## src/rtl/htlp_pkg.sv

```systemverilog
`timescale 1ns / 1ps

package htlp_pkg;

	// Result kinds
	typedef enum logic [1:0] {
		KIND_DATA  = 2'd0,
		KIND_READY = 2'd1,
		KIND_ERROR = 2'd2,
		KIND_END   = 2'd3
	} htlp_kind_t;

	// Parser phase
	typedef enum logic [1:0] {
		PH_FIRST   = 2'd0,
		PH_SECOND  = 2'd1,
		PH_COMMENT = 2'd2,
		PH_DISCARD = 2'd3
	} htlp_phase_t;

	localparam logic [7:0] CHAR_CR   = 8'h0D;
	localparam logic [7:0] CHAR_HASH = 8'h23;
	localparam logic [7:0] CHAR_EOF  = 8'h00;

	localparam logic [5:0] LINE_LENGTH_RESET = 6'd20;

	// Register indexes
	localparam logic REG_LINE_LENGTH = 1'b0;

	// Case-insensitive hex digit; anything else decodes to zero
	function automatic logic [3:0] hex_nibble(input logic [7:0] c);
		logic [3:0] n;
		n = 4'd0;
		if (c >= 8'h30 && c <= 8'h39) begin
			n = c[3:0];
		end else if ((c >= 8'h41 && c <= 8'h46) || (c >= 8'h61 && c <= 8'h66)) begin
			n = c[3:0] + 4'd9;
		end
		return n;
	endfunction

endpackage

```

## src/rtl/htlp_stream_if.sv

```systemverilog
`timescale 1ns / 1ps

// Character channel
interface htlp_char_if;
	logic       valid;
	logic       ready;
	logic [7:0] text_char;

	modport source(output valid, output text_char, input ready);
	modport sink(input valid, input text_char, output ready);
endinterface

// Result channel
interface htlp_res_if;
	logic       valid;
	logic       ready;
	logic [1:0] kind;
	logic [7:0] data_byte;
	logic [5:0] byte_index;

	modport source(output valid, output kind, output data_byte, output byte_index,
		input ready);
	modport sink(input valid, input kind, input data_byte, input byte_index,
		output ready);
endinterface

```

## src/rtl/htlp_core.sv

```systemverilog
`timescale 1ns / 1ps

module htlp_core import htlp_pkg::*; (
	input  logic         clk,
	input  logic         arst_n,
	input  logic [5:0]   line_length,
	htlp_char_if.sink    char_in,
	htlp_res_if.source   res_out
);

	// Input register
	logic        valid_s1;
	logic [7:0]  char_s1;

	// Result register
	logic        valid_s2;
	htlp_kind_t  kind_s2;
	logic [7:0]  data_s2;
	logic [5:0]  index_s2;

	// Parser state
	htlp_phase_t phase_q;
	logic [3:0]  high_nibble_q;
	logic [5:0]  byte_count_q;

	logic        s2_free;
	logic        advance;
	logic        in_ready;

	htlp_phase_t phase_d;
	logic [3:0]  high_nibble_d;
	logic [5:0]  byte_count_d;
	logic        emit;
	htlp_kind_t  kind_d;
	logic [7:0]  data_d;
	logic [5:0]  index_d;

	assign s2_free  = !valid_s2 || res_out.ready;
	assign advance  = valid_s1 && s2_free;
	assign in_ready = !valid_s1 || s2_free;

	assign char_in.ready      = in_ready;
	assign res_out.valid      = valid_s2;
	assign res_out.kind       = kind_s2;
	assign res_out.data_byte  = data_s2;
	assign res_out.byte_index = index_s2;

	// Step logic for one character
	always_comb begin
		phase_d       = phase_q;
		high_nibble_d = high_nibble_q;
		byte_count_d  = byte_count_q;
		emit          = 1'b0;
		kind_d        = KIND_DATA;
		data_d        = 8'd0;
		index_d       = byte_count_q;
		case (phase_q)
			PH_FIRST: begin
				if (char_s1 == CHAR_HASH) begin
					phase_d = PH_COMMENT;
				end else if (char_s1 == CHAR_CR) begin
					phase_d = PH_DISCARD;
					if (byte_count_q != 6'd0) begin
						emit         = 1'b1;
						kind_d       = (byte_count_q == line_length) ? KIND_READY : KIND_ERROR;
						byte_count_d = 6'd0;
					end
				end else if (char_s1 == CHAR_EOF) begin
					emit         = 1'b1;
					kind_d       = KIND_END;
					byte_count_d = 6'd0;
				end else begin
					high_nibble_d = hex_nibble(char_s1);
					phase_d       = PH_SECOND;
				end
			end
			PH_SECOND: begin
				phase_d = PH_FIRST;
				emit    = 1'b1;
				if (byte_count_q >= line_length) begin
					kind_d       = KIND_ERROR;
					byte_count_d = 6'd0;
				end else begin
					kind_d       = KIND_DATA;
					data_d       = {high_nibble_q, hex_nibble(char_s1)};
					byte_count_d = byte_count_q + 6'd1;
				end
			end
			PH_COMMENT: begin
				if (char_s1 == CHAR_EOF) begin
					phase_d      = PH_FIRST;
					emit         = 1'b1;
					kind_d       = KIND_END;
					byte_count_d = 6'd0;
				end else if (char_s1 == CHAR_CR) begin
					phase_d = PH_DISCARD;
					if (byte_count_q != 6'd0) begin
						emit         = 1'b1;
						kind_d       = (byte_count_q == line_length) ? KIND_READY : KIND_ERROR;
						byte_count_d = 6'd0;
					end
				end
			end
			PH_DISCARD: begin
				phase_d = PH_FIRST;
			end
			default: begin
				phase_d = PH_FIRST;
			end
		endcase
	end

	// Input register
	always_ff @(posedge clk or negedge arst_n) begin
		if (!arst_n) begin
			valid_s1 <= 1'b0;
		end else if (in_ready) begin
			valid_s1 <= char_in.valid;
		end
	end

	always_ff @(posedge clk) begin
		if (in_ready && char_in.valid) begin
			char_s1 <= char_in.text_char;
		end
	end

	// Parser state, updated once per character
	always_ff @(posedge clk or negedge arst_n) begin
		if (!arst_n) begin
			phase_q       <= PH_FIRST;
			high_nibble_q <= 4'd0;
			byte_count_q  <= 6'd0;
		end else if (advance) begin
			phase_q       <= phase_d;
			high_nibble_q <= high_nibble_d;
			byte_count_q  <= byte_count_d;
		end
	end

	// Result register
	always_ff @(posedge clk or negedge arst_n) begin
		if (!arst_n) begin
			valid_s2 <= 1'b0;
		end else if (s2_free) begin
			valid_s2 <= advance && emit;
		end
	end

	always_ff @(posedge clk) begin
		if (advance && emit) begin
			kind_s2  <= kind_d;
			data_s2  <= data_d;
			index_s2 <= index_d;
		end
	end

	// Only data transactions carry a byte
	a_data_zero: assert property (@(posedge clk) disable iff (!arst_n)
		(valid_s2 && kind_s2 != KIND_DATA) |-> (data_s2 == 8'd0))
		else $error("non-data result carries a byte");

	// A data byte always lies inside the configured line
	a_data_index: assert property (@(posedge clk) disable iff (!arst_n)
		(valid_s2 && kind_s2 == KIND_DATA) |-> (index_s2 < line_length))
		else $error("data byte beyond line length");

	// Ready report means the count matched
	a_ready_count: assert property (@(posedge clk) disable iff (!arst_n)
		(valid_s2 && kind_s2 == KIND_READY) |-> (index_s2 == line_length))
		else $error("line ready with wrong count");

	// The character after CR is dropped and parsing resumes at a pair start
	a_discard: assert property (@(posedge clk) disable iff (!arst_n)
		(advance && phase_q == PH_DISCARD) |=> (phase_q == PH_FIRST && !valid_s2))
		else $error("discarded character left state or result");

endmodule

```

## src/rtl/hex_text_line_parser.sv

```systemverilog
`timescale 1ns / 1ps

// Hex text line parser. Takes one text character per transaction and turns pairs
// of hex digits into data bytes tagged with their position in the line; at CR it
// reports line ready or format error against the programmed line_length (reset 20),
// and a zero character reports end of file. It takes one character per clock while
// results are taken; a result passes from the input register through the single
// parser state update step into the result register. A held result lets one more
// character into the input register; once that register is also full, the input
// stalls until the result is taken. line_length sits at byte address 0 of the APB
// port; the user must write it only while idle, and the block does not enforce it.

module hex_text_line_parser import htlp_pkg::*; (
	input  logic         clk,
	input  logic         arst_n,
	input  logic         psel,
	input  logic         penable,
	input  logic         pwrite,
	input  logic [2:0]   paddr,
	input  logic [31:0]  pwdata,
	output logic [31:0]  prdata,
	output logic         pready,
	htlp_char_if.sink    char_in,
	htlp_res_if.source   res_out
);

	logic [5:0] line_length_q;
	logic       reg_sel;

	assign pready  = 1'b1;
	assign reg_sel = (paddr[2] == REG_LINE_LENGTH);

	// Configuration register
	always_ff @(posedge clk or negedge arst_n) begin
		if (!arst_n) begin
			line_length_q <= LINE_LENGTH_RESET;
		end else if (psel && penable && pwrite && pready && reg_sel) begin
			line_length_q <= pwdata[5:0];
		end
	end

	// Read back
	always_comb begin
		prdata = 32'd0;
		if (reg_sel) begin
			prdata = {26'd0, line_length_q};
		end
	end

	htlp_core u_core (
		.clk         (clk),
		.arst_n      (arst_n),
		.line_length (line_length_q),
		.char_in     (char_in),
		.res_out     (res_out)
	);

endmodule
```

## src/flat_wrapper.sv

```systemverilog
// flat-port wrapper written by rule: the top's interface ports become plain ports
module hex_text_line_parser_flat import htlp_pkg::*;
  (clk, arst_n, psel, penable, pwrite, paddr, pwdata, prdata, pready, char_in_valid, char_in_text_char, char_in_ready, res_out_valid, res_out_kind, res_out_data_byte, res_out_byte_index, res_out_ready);
  htlp_char_if char_in_i ();
  htlp_res_if res_out_i ();
  input  logic clk;
  input  logic arst_n;
  input  logic psel;
  input  logic penable;
  input  logic pwrite;
  input  logic [2:0] paddr;
  input  logic [31:0] pwdata;
  output logic [31:0] prdata;
  output logic pready;
  input wire logic [$bits(char_in_i.valid)-1:0] char_in_valid;
  input wire logic [$bits(char_in_i.text_char)-1:0] char_in_text_char;
  output wire logic [$bits(char_in_i.ready)-1:0] char_in_ready;
  output wire logic [$bits(res_out_i.valid)-1:0] res_out_valid;
  output wire logic [$bits(res_out_i.kind)-1:0] res_out_kind;
  output wire logic [$bits(res_out_i.data_byte)-1:0] res_out_data_byte;
  output wire logic [$bits(res_out_i.byte_index)-1:0] res_out_byte_index;
  input wire logic [$bits(res_out_i.ready)-1:0] res_out_ready;
  assign char_in_i.valid = char_in_valid;
  assign char_in_i.text_char = char_in_text_char;
  assign char_in_ready = char_in_i.ready;
  assign res_out_valid = res_out_i.valid;
  assign res_out_kind = res_out_i.kind;
  assign res_out_data_byte = res_out_i.data_byte;
  assign res_out_byte_index = res_out_i.byte_index;
  assign res_out_i.ready = res_out_ready;
  hex_text_line_parser u_core (.clk(clk), .arst_n(arst_n), .psel(psel), .penable(penable), .pwrite(pwrite), .paddr(paddr), .pwdata(pwdata), .prdata(prdata), .pready(pready), .char_in(char_in_i), .res_out(res_out_i));
endmodule
```

## config.mk

```make
export PLATFORM = sky130hd
export DESIGN_NAME = hex_text_line_parser_flat
export DESIGN_NICKNAME = d
export VERILOG_FILES = /design/src/rtl/htlp_pkg.sv /design/src/rtl/htlp_stream_if.sv /design/src/rtl/htlp_core.sv /design/src/rtl/hex_text_line_parser.sv /design/src/flat_wrapper.sv
export SDC_FILE = /design/constraint.sdc
export NUM_CORES = 1
export LEC_CHECK = 0
export ABC_CLOCK_PERIOD_IN_PS = 2250
export BUFFER_PORTS_ARGS = -buffer_cell sky130_fd_sc_hd__buf_2
export CAP_MARGIN = 20
export CORE_UTILIZATION = 45
export CTS_BUF_LIST = sky130_fd_sc_hd__clkbuf_4
export CTS_CLUSTER_DIAMETER = 80
export DETAILED_ROUTE_END_ITERATION = 8
export GPL_TIMING_DRIVEN = 0
export PLACE_DENSITY_LB_ADDON = 0.25
export SYNTH_ARGS = -nofsm -noshare
export SYNTH_HDL_FRONTEND = slang
export SYNTH_SLANG_ARGS = --single-unit
export TNS_END_PERCENT = 1
```

## constraint.sdc

```tcl
create_clock -name clk -period 2.25 [get_ports clk]
set_clock_uncertainty 0.2 [all_clocks]
set_input_delay 0.3375 -clock clk [delete_from_list [all_inputs] [get_ports clk]]
set_output_delay 0.3375 -clock clk [all_outputs]
set_load 0.01 [all_outputs]
```

==> impl_metrics.tcl, run 1 <==
set metrics [dict create \
    run_status "finished, final reports clean" \
    pwr-share-seq_pct 44.0 \
    power.share.combinational_pct 42.0 \
    coreArea_sq_um 5170 \
    drt_iter0_markers 57 \
    synth-main-ff-cell "sky130_fd_sc_hd__edfxtp_1" \
    syn_avg_cell_area_sq_um 11.1 \
    grt_pass1_vias 1506 \
    ff2ff_setup_slack_ns 0.05 \
    place_inst 361 \
    fin_nets 385 \
    seq_area_frac_synth_pct 49.8 \
    drtPass1Iterations 5 \
    drive_above_1_share_pct 37.1 \
    finalWirelength_mm 4.50 \
    synth_enable_flop_cells 24 \
    clock_edge_transition_at_the_registers_on_the_reported_setup_and_hold_paths_ns 0.12 \
    power.static_leakage_nw 1.50 \
    p_sw_share_pct 36.0 \
    number_of_storage_elements_in_the_synthesis_netlist 44 \
    fp.dieArea_sq_um 5760 \
    dpl-instance-area_sq_um 2860 \
    internal_power_w 0.00173 \
    route.antenna.remaining_nets 0 \
    post_drt_via_cell_ratio 4.72 \
    critPathMaxFanout 5 \
    detailedPlacementHpwl_mm 3.18 \
    antenna_cells 0 \
    switchingPower_w 0.000972 \
    numPortBuffers 45 \
    synth.lib_cells_used.distinct 56 \
    grt_setup_unrepaired "yes" \
    grt.total_usage_pct 16.4 \
    final_cell_mix "45 x sky130_fd_sc_hd__buf_2, 34 x sky130_fd_sc_hd__buf_4, 27 x sky130_fd_sc_hd__conb_1" \
    worstHoldPathType "input pin to flop" \
    syn-instance-count 221 \
    vias 1847 \
    grt_first_pass_wirelength_mm 6.86 \
    clk_root_buffer_cell "sky130_fd_sc_hd__clkbuf_4" \
    finish.utilization_pct 62.8 \
    period_minus_slack_ns 2.20 \
    residual_drc 0 \
    cp.required_ns 2.26 \
    numClockSinks 44 \
    pin_count_of_the_biggest_net_entering_global_routing 21 \
    layout_commonest_cell "sky130_fd_sc_hd__buf_2" \
    post_route_design_area_sq_um 3250 \
    ir_drop_uv 369 \
    pwr-share-clk_pct 14.0 \
    finalHoldWorstSlack_ns 0.0163 \
    place.gp.congestion 0.842 \
    count_of_yosys_warnings_during_synthesis 0 \
    max_cap_violations 0 \
    cts_tree "built" \
    io-pin-count 101 \
    floorplan.die.width_um 75.9 \
    placementRows 26 \
    synthArstFlopShare_pct 45.5 \
    start_util_pct 47.5 \
    start_kind "flop" \
    power.total_w 0.00270 \
    grt_overflow 0 \
    slew_viol_final 0 \
    synth.cell_area_sq_um 2460 \
    power_density_nw_per_um2 832 \
    final_setup_viols 0 \
    clkLatencyLatePin_ns 0.35 \
    setup.worst_path.end_class "flop" \
    hold_viol 0 \
    area_growth_syn_to_layout_pct 32.2 \
    timing.critical_path.arrival_ns 2.21 \
    final_standard_cell_count_with_taps_included_and_fillers_excluded 391 \
    cts_made_buffers 5 \
    timing.setup.critical_path_class "flop to flop" \
    final_worst_path_period_share_pct 98.0 \
    maximum_root_to_sink_buffer_count 2 \
    max_freq_mhz 454 \
    initial_antenna_violation_count 0 \
    htree_num_levels 2 \
    die_h_um 75.9 \
    wire_per_inst_um 11.5 \
]
==> state kept, by name (all words and copies together) (netlist names) <==
signal and count:
u_core.u_core.char_s1 8, u_core.u_core.res_out.data_byte 8, u_core.line_length_q 6, u_core.u_core.byte_count_q 6
u_core.u_core.res_out.byte_index 6, u_core.u_core.high_nibble_q 4, u_core.u_core.phase_q 2, u_core.u_core.res_out.kind 2
u_core.u_core.res_out.valid 1, u_core.u_core.valid_s1 1
==> kinds of logic (layout without fill, tap and decap cells) <==
group	count (synthesis)	after routing	synth area share (%)
simple gates	59	59	13.9
buf+inv	47	121	11.4
other cells	2	27	0.306
mux	8	8	3.62
fa+ha+maj	15	15	7.64
flops	44	44	49.8
compound gates	46	47	13.4
==> worst paths after layout <==
path	from	end	cells past startpoint
max	u_core.u_core.char_s1[4]	u_core.u_core.res_out.data_byte[2]	5
min	pwdata[3]	u_core.line_length_q[3]	2
max reg2reg	u_core.u_core.char_s1[4]	u_core.u_core.res_out.data_byte[2]	5
min reg2reg	u_core.line_length_q[5]	u_core.line_length_q[5]	1
max in group asynchronous	arst_n	u_core.line_length_q[4]	2
min in group asynchronous	arst_n	u_core.u_core.byte_count_q[3]	2
==> power by group through the flow <==
stage / clock network, W / logic, W / registers [W]
final: 0.000378 / 0.00113 / 0.00119
after CTS: 0.000399 / 0.00105 / 0.00119
after floorplan: 0 / 0.000670 / 0.00123
after detailed placement: 0 / 0.000971 / 0.00120
after global placement: 0 / 0.000953 / 0.00120
after global routing: 0.000428 / 0.00127 / 0.00122
==> worst max-delay path, stage by stage (launching register included) <==
cell	delay [ns]
sky130_fd_sc_hd__edfxtp_1	0.46
sky130_fd_sc_hd__or4b_4	0.58
sky130_fd_sc_hd__a311oi_4	0.36
sky130_fd_sc_hd__a21oi_1	0.11
sky130_fd_sc_hd__mux2_4	0.28
sky130_fd_sc_hd__nor2_2	0.07
==> cell usage after synthesis, types with 2 or more instances <==
master	instances	area share [%]
sky130_fd_sc_hd__ha_1	15	7.6
sky130_fd_sc_hd__dfstp_2	2	2.1
sky130_fd_sc_hd__nor2_1	19	2.9
sky130_fd_sc_hd__dfrtp_1	18	18
sky130_fd_sc_hd__a22o_1	2	0.71
sky130_fd_sc_hd__nand2_1	5	0.76
sky130_fd_sc_hd__nor2b_1	5	1.3
sky130_fd_sc_hd__a21oi_1	10	2.0
sky130_fd_sc_hd__inv_1	19	2.9
sky130_fd_sc_hd__conb_1	2	0.31
sky130_fd_sc_hd__mux2_2	7	3.2
sky130_fd_sc_hd__o211ai_1	2	0.61
sky130_fd_sc_hd__or4_1	2	0.61
sky130_fd_sc_hd__a31oi_1	3	0.76
sky130_fd_sc_hd__and3_1	3	0.76
sky130_fd_sc_hd__nand2b_1	3	0.76
sky130_fd_sc_hd__and2_1	4	1.0
sky130_fd_sc_hd__o22ai_1	2	0.51
sky130_fd_sc_hd__buf_4	27	8.3
sky130_fd_sc_hd__edfxtp_1	24	29
sky130_fd_sc_hd__nand3_1	4	0.82
sky130_fd_sc_hd__a211oi_1	2	0.61
sky130_fd_sc_hd__o21ai_1	3	0.61
sky130_fd_sc_hd__a21o_1	2	0.61
sky130_fd_sc_hd__o31ai_1	2	0.61
sky130_fd_sc_hd__o21ai_0	4	0.82
==> per-stage QoR <==
stage | TNS (ns) | setup slack [ns]
after floorplan | 0 | 0.0726
after global placement | -2.30 | -0.138
after detailed placement | -3.02 | -0.176
after CTS | -0.0328 | -0.0170
after global routing | -0.115 | -0.0512
final | 0 | 0.0461
==> what timing repair did <==
action,CTS,global route
gates cloned,1,0
hold buffers,14,1
gates resized for setup,7,18
endpoints found under the setup margin,23,29
buffers inserted,0,6
endpoints found under the hold margin,31,1
pin swaps,0,13
==> layer usage <==
metal	global-route usage, %	part of all wire (%)
met3	3.84	5.2
met1	21.4	45
met2	25.4	48
met5	0	0
met4	8.64	2.3
==> area by class of cell <==
cell class                      instances  area, sq um
Multi-Input combinational cell        156         1170
Clock buffer                            7         52.6
Tap cell                               70         87.6
Buffer                                 28          210
Sequential cell                        44         1220
Fill cell                             434         1930
Inverter                               19         71.3
Timing Repair Buffer                   66          420
Clock inverter                          1         5.00
Note: power is estimated with default switching activity, not from simulation.
==> run 2, diff against run 1 <==
ABC_AREA = 1   (was not set)
==> run 2 against run 1 <==
Total power fell by 12%. Combinational power fell by 20%. Flip-flop and latch count did not move. Critical endpoint is now u_core.u_core.res_out.byte_index[5]. Largest power group unchanged.
==> impl_metrics.tcl, run 2 <==
set metrics [dict create \
    power_density_nw_per_um2 753 \
    wire_per_inst_um 9.89 \
    max_cap_violations 0 \
    synthArstFlopShare_pct 45.5 \
    number_of_storage_elements_in_the_synthesis_netlist 44 \
    place.gp.congestion 0.831 \
    synth.lib_cells_used.distinct 31 \
    initial_antenna_violation_count 0 \
    power.static_leakage_nw 1.60 \
    start_kind "flop" \
    final_cell_mix "45 x sky130_fd_sc_hd__buf_2, 43 x sky130_fd_sc_hd__nand2_1, 36 x sky130_fd_sc_hd__inv_1" \
    period_minus_slack_ns 2.07 \
    slew_headroom_pct 54.7 \
    pin_count_of_the_biggest_net_entering_global_routing 21 \
    area_growth_syn_to_layout_pct 25.1 \
    synth-main-ff-cell "sky130_fd_sc_hd__edfxtp_1" \
    syn_avg_cell_area_sq_um 9.17 \
    run_status "finished, final reports clean" \
    detailedPlacementHpwl_mm 3.36 \
    vias 1925 \
    max_freq_mhz 484 \
    final_worst_path_period_share_pct 91.9 \
    drtPass1Iterations 4 \
    seq_area_frac_synth_pct 48.7 \
    placementRows 26 \
    synth_enable_flop_cells 24 \
    synth_most_common_cell "sky130_fd_sc_hd__nand2_1" \
    layout_commonest_cell "sky130_fd_sc_hd__buf_2" \
    drive_above_1_share_pct 28.9 \
    htree_num_levels 2 \
    fp.dieArea_sq_um 5890 \
    post_route_design_area_sq_um 3140 \
    yosys-top-cells-area "sky130_fd_sc_hd__edfxtp_1 29%, sky130_fd_sc_hd__dfrtp_1 18%, sky130_fd_sc_hd__buf_4 8.1%, sky130_fd_sc_hd__ha_1 7.5%, sky130_fd_sc_hd__nand2_1 6.6%" \
    timing.setup.critical_path_class "flop to flop" \
    max_slew.worst_pin.slew_ns 0.673 \
    hold_viol 0 \
    worstHoldPathType "input pin to flop" \
    syn-instance-count 274 \
    dpl-instance-area_sq_um 2920 \
    route.antenna.remaining_nets 0 \
    cp.required_ns 2.12 \
    numClockSinks 44 \
    floorplan.die.width_um 76.7 \
    cts_made_buffers 5 \
    clock_edge_transition_at_the_registers_on_the_reported_setup_and_hold_paths_ns 0.13 \
    grt_pass1_vias 1797 \
    cts_tree "built" \
    ff2ff_setup_slack_ns 0.18 \
    fin_nets 431 \
    die_h_um 76.7 \
    finalWirelength_mm 4.32 \
    io-pin-count 101 \
    slew_viol_final 0 \
    start_util_pct 48.0 \
    count_of_yosys_warnings_during_synthesis 0 \
    clkLatencyLatePin_ns 0.35 \
    power.total_w 0.00237 \
    coreArea_sq_um 5240 \
    maximum_root_to_sink_buffer_count 2 \
    finish.utilization_pct 60.0 \
    tns_ns 0 \
    critPathMaxFanout 16 \
    drt_iter0_markers 60 \
    ir_drop_uv 420 \
    post_drt_via_cell_ratio 4.41 \
    numPortBuffers 45 \
    synthTopCellsByCount "44 x sky130_fd_sc_hd__nand2_1, 38 x sky130_fd_sc_hd__inv_1, 28 x sky130_fd_sc_hd__nor2_1" \
    synth_area_leader_cell "sky130_fd_sc_hd__edfxtp_1" \
    clk_root_buffer_cell "sky130_fd_sc_hd__clkbuf_4" \
    grt_overflow 0 \
    final_setup_viols 0 \
    timing.critical_path.arrival_ns 1.94 \
    antenna_cells 0 \
    synth.cell_area_sq_um 2510 \
    grt.total_usage_pct 15.9 \
    residual_drc 0 \
    setup.worst_path.end_class "flop" \
    grt_first_pass_wirelength_mm 7.49 \
    netlist.area_leader.share_pct 28.7 \
]
-- run 2: repair_timing --
item,in CTS,in global routing
hold buffers,11,0
pin swaps,0,1
buffers inserted,1,3
setup endpoints to repair,16,22
gates cloned,0,0
resized for setup,1,6
hold endpoints to repair,28,0
-- run 2: final timing paths --
path / start / endpoint / cells after the start
max in group asynchronous: arst_n / u_core.line_length_q[4] / 2
worst max register to register: u_core.u_core.char_s1[0] / u_core.u_core.res_out.byte_index[5] / 11
worst min-delay path: pwdata[4] / u_core.line_length_q[4] / 3
worst min register to register: u_core.line_length_q[2] / u_core.line_length_q[2] / 2
min in group asynchronous: arst_n / u_core.line_length_q[5] / 2
worst max-delay path: u_core.u_core.char_s1[0] / u_core.u_core.res_out.byte_index[5] / 11
-- run 2: logic make-up (layout without fill, tap and decap cells) --
kind of cell | after synthesis | count (layout) | share of synthesized area [%]
AND/OR/NAND/NOR | 109 | 109 | 20.4
buffers and inverters | 67 | 135 | 14.3
flip-flops | 44 | 44 | 48.7
AO/OA/AOI/OAI | 32 | 32 | 7.02
adder cells (fa/ha/maj) | 15 | 15 | 7.47
XOR/XNOR | 5 | 5 | 1.74
other | 2 | 27 | 0.299
-- run 2: final cells by class --
type                            instances  area [sq um]
Fill cell                             481          2090
Timing Repair Buffer                   60           378
Inverter                               38           146
Buffer                                 29           218
Clock buffer                            5          37.5
Sequential cell                        44          1220
Clock inverter                          3          13.8
Multi-Input combinational cell        188          1040
Tap cell                               70          87.6
-- run 2: report_power, final --
| group | switching [W] | internal, W |
|---|---|---|
| combinational | 0.000557 | 0.000349 |
| clock | 0.000242 | 0.000115 |
| sequential | 0.0000771 | 0.00103 |
-- run 2: critical path: stages (launching register included) --
cell	delay, ns
sky130_fd_sc_hd__edfxtp_1	0.49
sky130_fd_sc_hd__inv_2	0.09
sky130_fd_sc_hd__ha_1	0.17
sky130_fd_sc_hd__nand2_1	0.08
sky130_fd_sc_hd__inv_1	0.08
sky130_fd_sc_hd__nand2_2	0.09
sky130_fd_sc_hd__nand2_1	0.09
sky130_fd_sc_hd__o21ai_0	0.10
sky130_fd_sc_hd__nand2_1	0.10
sky130_fd_sc_hd__nand2_2	0.08
sky130_fd_sc_hd__clkinvlp_4	0.09
sky130_fd_sc_hd__buf_12	0.14
-- run 2: routing by layer --
metal	GRT usage [%]	part of all wire [%]	vias up
li1	-	-	1020
met2	28.7	48	63
met5	0	0	-
met3	2.14	5.1	7
met1	18.8	45	835
met4	6.92	1.9	0
-- run 2: stage by stage --
stage / hold slack, ns / worst slack [ns] / std cells
after floorplan: -0.158 / 0.176 / 299
after global placement: 0.109 / -0.154 / 414
after detailed placement: 0.112 / -0.172 / 414
after CTS: 0.00392 / 0.0710 / 434
after global routing: 0.000957 / -0.00295 / 437
final: 0.0112 / 0.183 / 437
==> run 3, diff against run 2 <==
ABC_CLOCK_PERIOD_IN_PS = 2400   (was 2250)
CORE_UTILIZATION = 47   (was 45)
clock period = 2.4 ns   (was 2.25 ns; I/O delays follow)
==> run 3 against run 2 <==
Largest cell class unchanged. Critical path type unchanged. First-iteration DRC count rose by 3.3%. Critical endpoint is now u_core.u_core.res_out.data_byte[1]. Sequential share of layout area rose by 0.45 points. Cell area fell by 1.2%. Count of clock-buffer cells in the layout did not move. Hold slack improved by 0.0087 ns. Non-clock buffer count fell by 5.
==> impl_metrics.tcl, run 3 (synthesis results as in run 2) <==
set metrics [dict create \
    run_status "finished, final reports clean" \
    wire_per_inst_um 9.60 \
    area_taken_by_flip_flops_and_latches_sq_um 1220 \
    placementRows 26 \
    cts_made_buffers 5 \
    timing.hold.worst_path_depth 3 \
    die_h_um 75.1 \
    place.gp.congestion 0.844 \
    filler_cell_count 456 \
    htree_num_levels 2 \
    critical_path_buf_inv_count 3 \
    coreArea_sq_um 5140 \
    timing.critical_path.cells "inv_1 > ha_1 > nand3_1 > nor2_1 > nand2_1 > nand2_1 > o21ai_0 > nand2_1 > nand2_1 > clkinvlp_4 > buf_12" \
    critPathMaxFanout 16 \
    max_slew.worst_pin.slew_ns 0.632 \
    maximum_root_to_sink_buffer_count 2 \
    max_freq_mhz 460 \
    timing.critical_path.max_delay_family "simple AND/OR/NAND/NOR gates" \
    start_kind "flop" \
    timing.setup.critical_path_class "flop to flop" \
    start_util_pct 48.9 \
    detailedPlacementHpwl_mm 3.12 \
    final_setup_viols 0 \
    critical_path_s_most_frequent_cell "sky130_fd_sc_hd__nand2_1" \
    residual_drc 0 \
    initial_antenna_violation_count 0 \
    maximum_single_stage_delay_on_the_critical_path_ns 0.46 \
    grt_setup_unrepaired "no" \
    route.antenna.remaining_nets 0 \
    ff2ff_setup_slack_ns 0.23 \
    drive_above_1_share_pct 26.8 \
    max_cap_violations 0 \
    multi_input_area_sq_um 1020 \
    floorplan.die.width_um 75.1 \
    ir_drop_uv 357 \
    worstHoldStart "char_in_valid" \
    slew_viol_final 0 \
    antenna_cells 0 \
    worstHoldPathType "input pin to flop" \
    timing.critical_path.arrival_ns 2.05 \
    fp.dieArea_sq_um 5640 \
    numPortBuffers 45 \
    power.share.combinational_pct 35.6 \
    pwr-share-seq_pct 45.3 \
    cp.required_ns 2.28 \
    grt_overflow 0 \
    numClockSinks 44 \
    clk_root_buffer_cell "sky130_fd_sc_hd__clkbuf_4" \
    pwr-share-clk_pct 19.1 \
    period_minus_slack_ns 2.17 \
    grt.total_usage_pct 15.3 \
    io-pin-count 101 \
    internal_power_w 0.00149 \
    drtPass1Iterations 4 \
    grt_pass1_vias 1509 \
    timing.critical_path.slowest_stage_cell "sky130_fd_sc_hd__edfxtp_1" \
    finalWirelength_mm 4.15 \
    fin_nets 426 \
    reg2reg_to "u_core.u_core.res_out.data_byte[1]" \
    area_growth_syn_to_layout_pct 23.7 \
    hold_viol 0 \
    switchingPower_w 0.000809 \
    drt_iter0_markers 62 \
    clkLatencyLatePin_ns 0.36 \
    worst_r2r_path_depth 11 \
    final_cell_mix "45 x sky130_fd_sc_hd__buf_2, 44 x sky130_fd_sc_hd__nand2_1, 37 x sky130_fd_sc_hd__inv_1" \
    power_density_nw_per_um2 739 \
    layout_commonest_cell "sky130_fd_sc_hd__buf_2" \
    post_drt_via_cell_ratio 4.46 \
    grt_first_pass_wirelength_mm 6.42 \
    clock_edge_transition_at_the_registers_on_the_reported_setup_and_hold_paths_ns 0.11 \
    hold_endpoint "u_core.u_core.valid_s1" \
    power.total_w 0.00230 \
    p_sw_share_pct 35.2 \
    final_worst_path_period_share_pct 90.6 \
    vias 1925 \
    power.static_leakage_nw 1.58 \
    slew_headroom_pct 57.5 \
    cts_tree "built" \
    setup.worst_path.end_class "flop" \
    pin_count_of_the_biggest_net_entering_global_routing 21 \
    tns_ns 0 \
    r2r-start "u_core.u_core.char_s1[1]" \
]
run 3: cell count changes in the layout (fill, tap and decap cells not counted), moves of 2 or more:
cell,delta
sky130_fd_sc_hd__buf_4,-3
sky130_fd_sc_hd__nor2_1,+3
sky130_fd_sc_hd__nor2_2,-3
sky130_fd_sc_hd__clkinv_2,-2
sky130_fd_sc_hd__dlygate4sd3_1,-2
run 3: power by group through the flow:
| stage | logic, W | clock network [W] | registers (W) |
|---|---|---|---|
| after floorplan | 0.000548 | 0 | 0.00108 |
| after CTS | 0.000795 | 0.000455 | 0.00104 |
| after detailed placement | 0.000775 | 0 | 0.00106 |
| after global placement | 0.000762 | 0 | 0.00105 |
| final | 0.000817 | 0.000439 | 0.00104 |
| after global routing | 0.000929 | 0.000478 | 0.00106 |
run 3: stage by stage:
| stage | setup WS [ns] | hold slack [ns] | std cells | utilization (%) | instance area [sq um] |
|---|---|---|---|---|---|
| 2_1_floorplan | 0.326 | -0.136 | 299 | - | 2610 |
| 3_3_place_gp | 0.00653 | 0.131 | 414 | 56.8 | 2920 |
| 3_5_place_dp | 0.0126 | 0.137 | 414 | 56.8 | 2920 |
| 4_1_cts | 0.120 | 0.0144 | 431 | 60.1 | 3090 |
| 5_1_grt | 0.0584 | 0.0202 | 432 | 60.5 | 3110 |
| 6_report | 0.225 | 0.0199 | 432 | 60.5 | 3110 |
run 3: repair_timing:
item                                    4_1_cts  5_1_grt
hold endpoints to repair                     26        0
setup buffers                                 0        1
hold buffers                                  9        0
resized for setup                             1        0
endpoints found under the setup margin       16       16
run 3: how the worst max path moves through the flow:
stage | startpoint | to | cells past startpoint
after floorplan | u_core.u_core.char_s1[1] | u_core.u_core.res_out.byte_index[0] | 10
after global placement | u_core.u_core.char_s1[1] | u_core.u_core.res_out.byte_index[5] | 10
after detailed placement | u_core.u_core.char_s1[1] | u_core.u_core.res_out.data_byte[1] | 10
after CTS | u_core.u_core.char_s1[0] | u_core.u_core.res_out.data_byte[1] | 10
after global routing | u_core.u_core.char_s1[1] | u_core.u_core.res_out.data_byte[0] | 11
final | u_core.u_core.char_s1[1] | u_core.u_core.res_out.data_byte[1] | 11
run 3: final cells by class:
type	count	share of cell area (%)
Clock buffer	5	1.21
Multi-Input combinational cell	188	32.9
Clock inverter	3	1.21
Tap cell	70	2.82
Inverter	38	4.71
Sequential cell	44	39.4
Buffer	29	7.00
Timing Repair Buffer	55	10.8
run 3: worst register-to-register path, cell delays in order, from the launching register on:
cell and delay, ns:
sky130_fd_sc_hd__edfxtp_1 0.46, sky130_fd_sc_hd__inv_1 0.10, sky130_fd_sc_hd__ha_1 0.16, sky130_fd_sc_hd__nand3_1 0.08, sky130_fd_sc_hd__nor2_1 0.20, sky130_fd_sc_hd__nand2_1 0.08, sky130_fd_sc_hd__nand2_1 0.09, sky130_fd_sc_hd__o21ai_0 0.11
sky130_fd_sc_hd__nand2_1 0.08, sky130_fd_sc_hd__nand2_1 0.10, sky130_fd_sc_hd__clkinvlp_4 0.10, sky130_fd_sc_hd__buf_12 0.14
run 3: per-layer routing:
metal / global-route usage (%) / routed length (um) / vias to the layer above
met5: 0 / 0 / -
met4: 5.66 / 63 / 0
met3: 3.75 / 246 / 5
li1: - / - / 1011
met2: 25.5 / 1930 / 69
met1: 19.4 / 1910 / 840
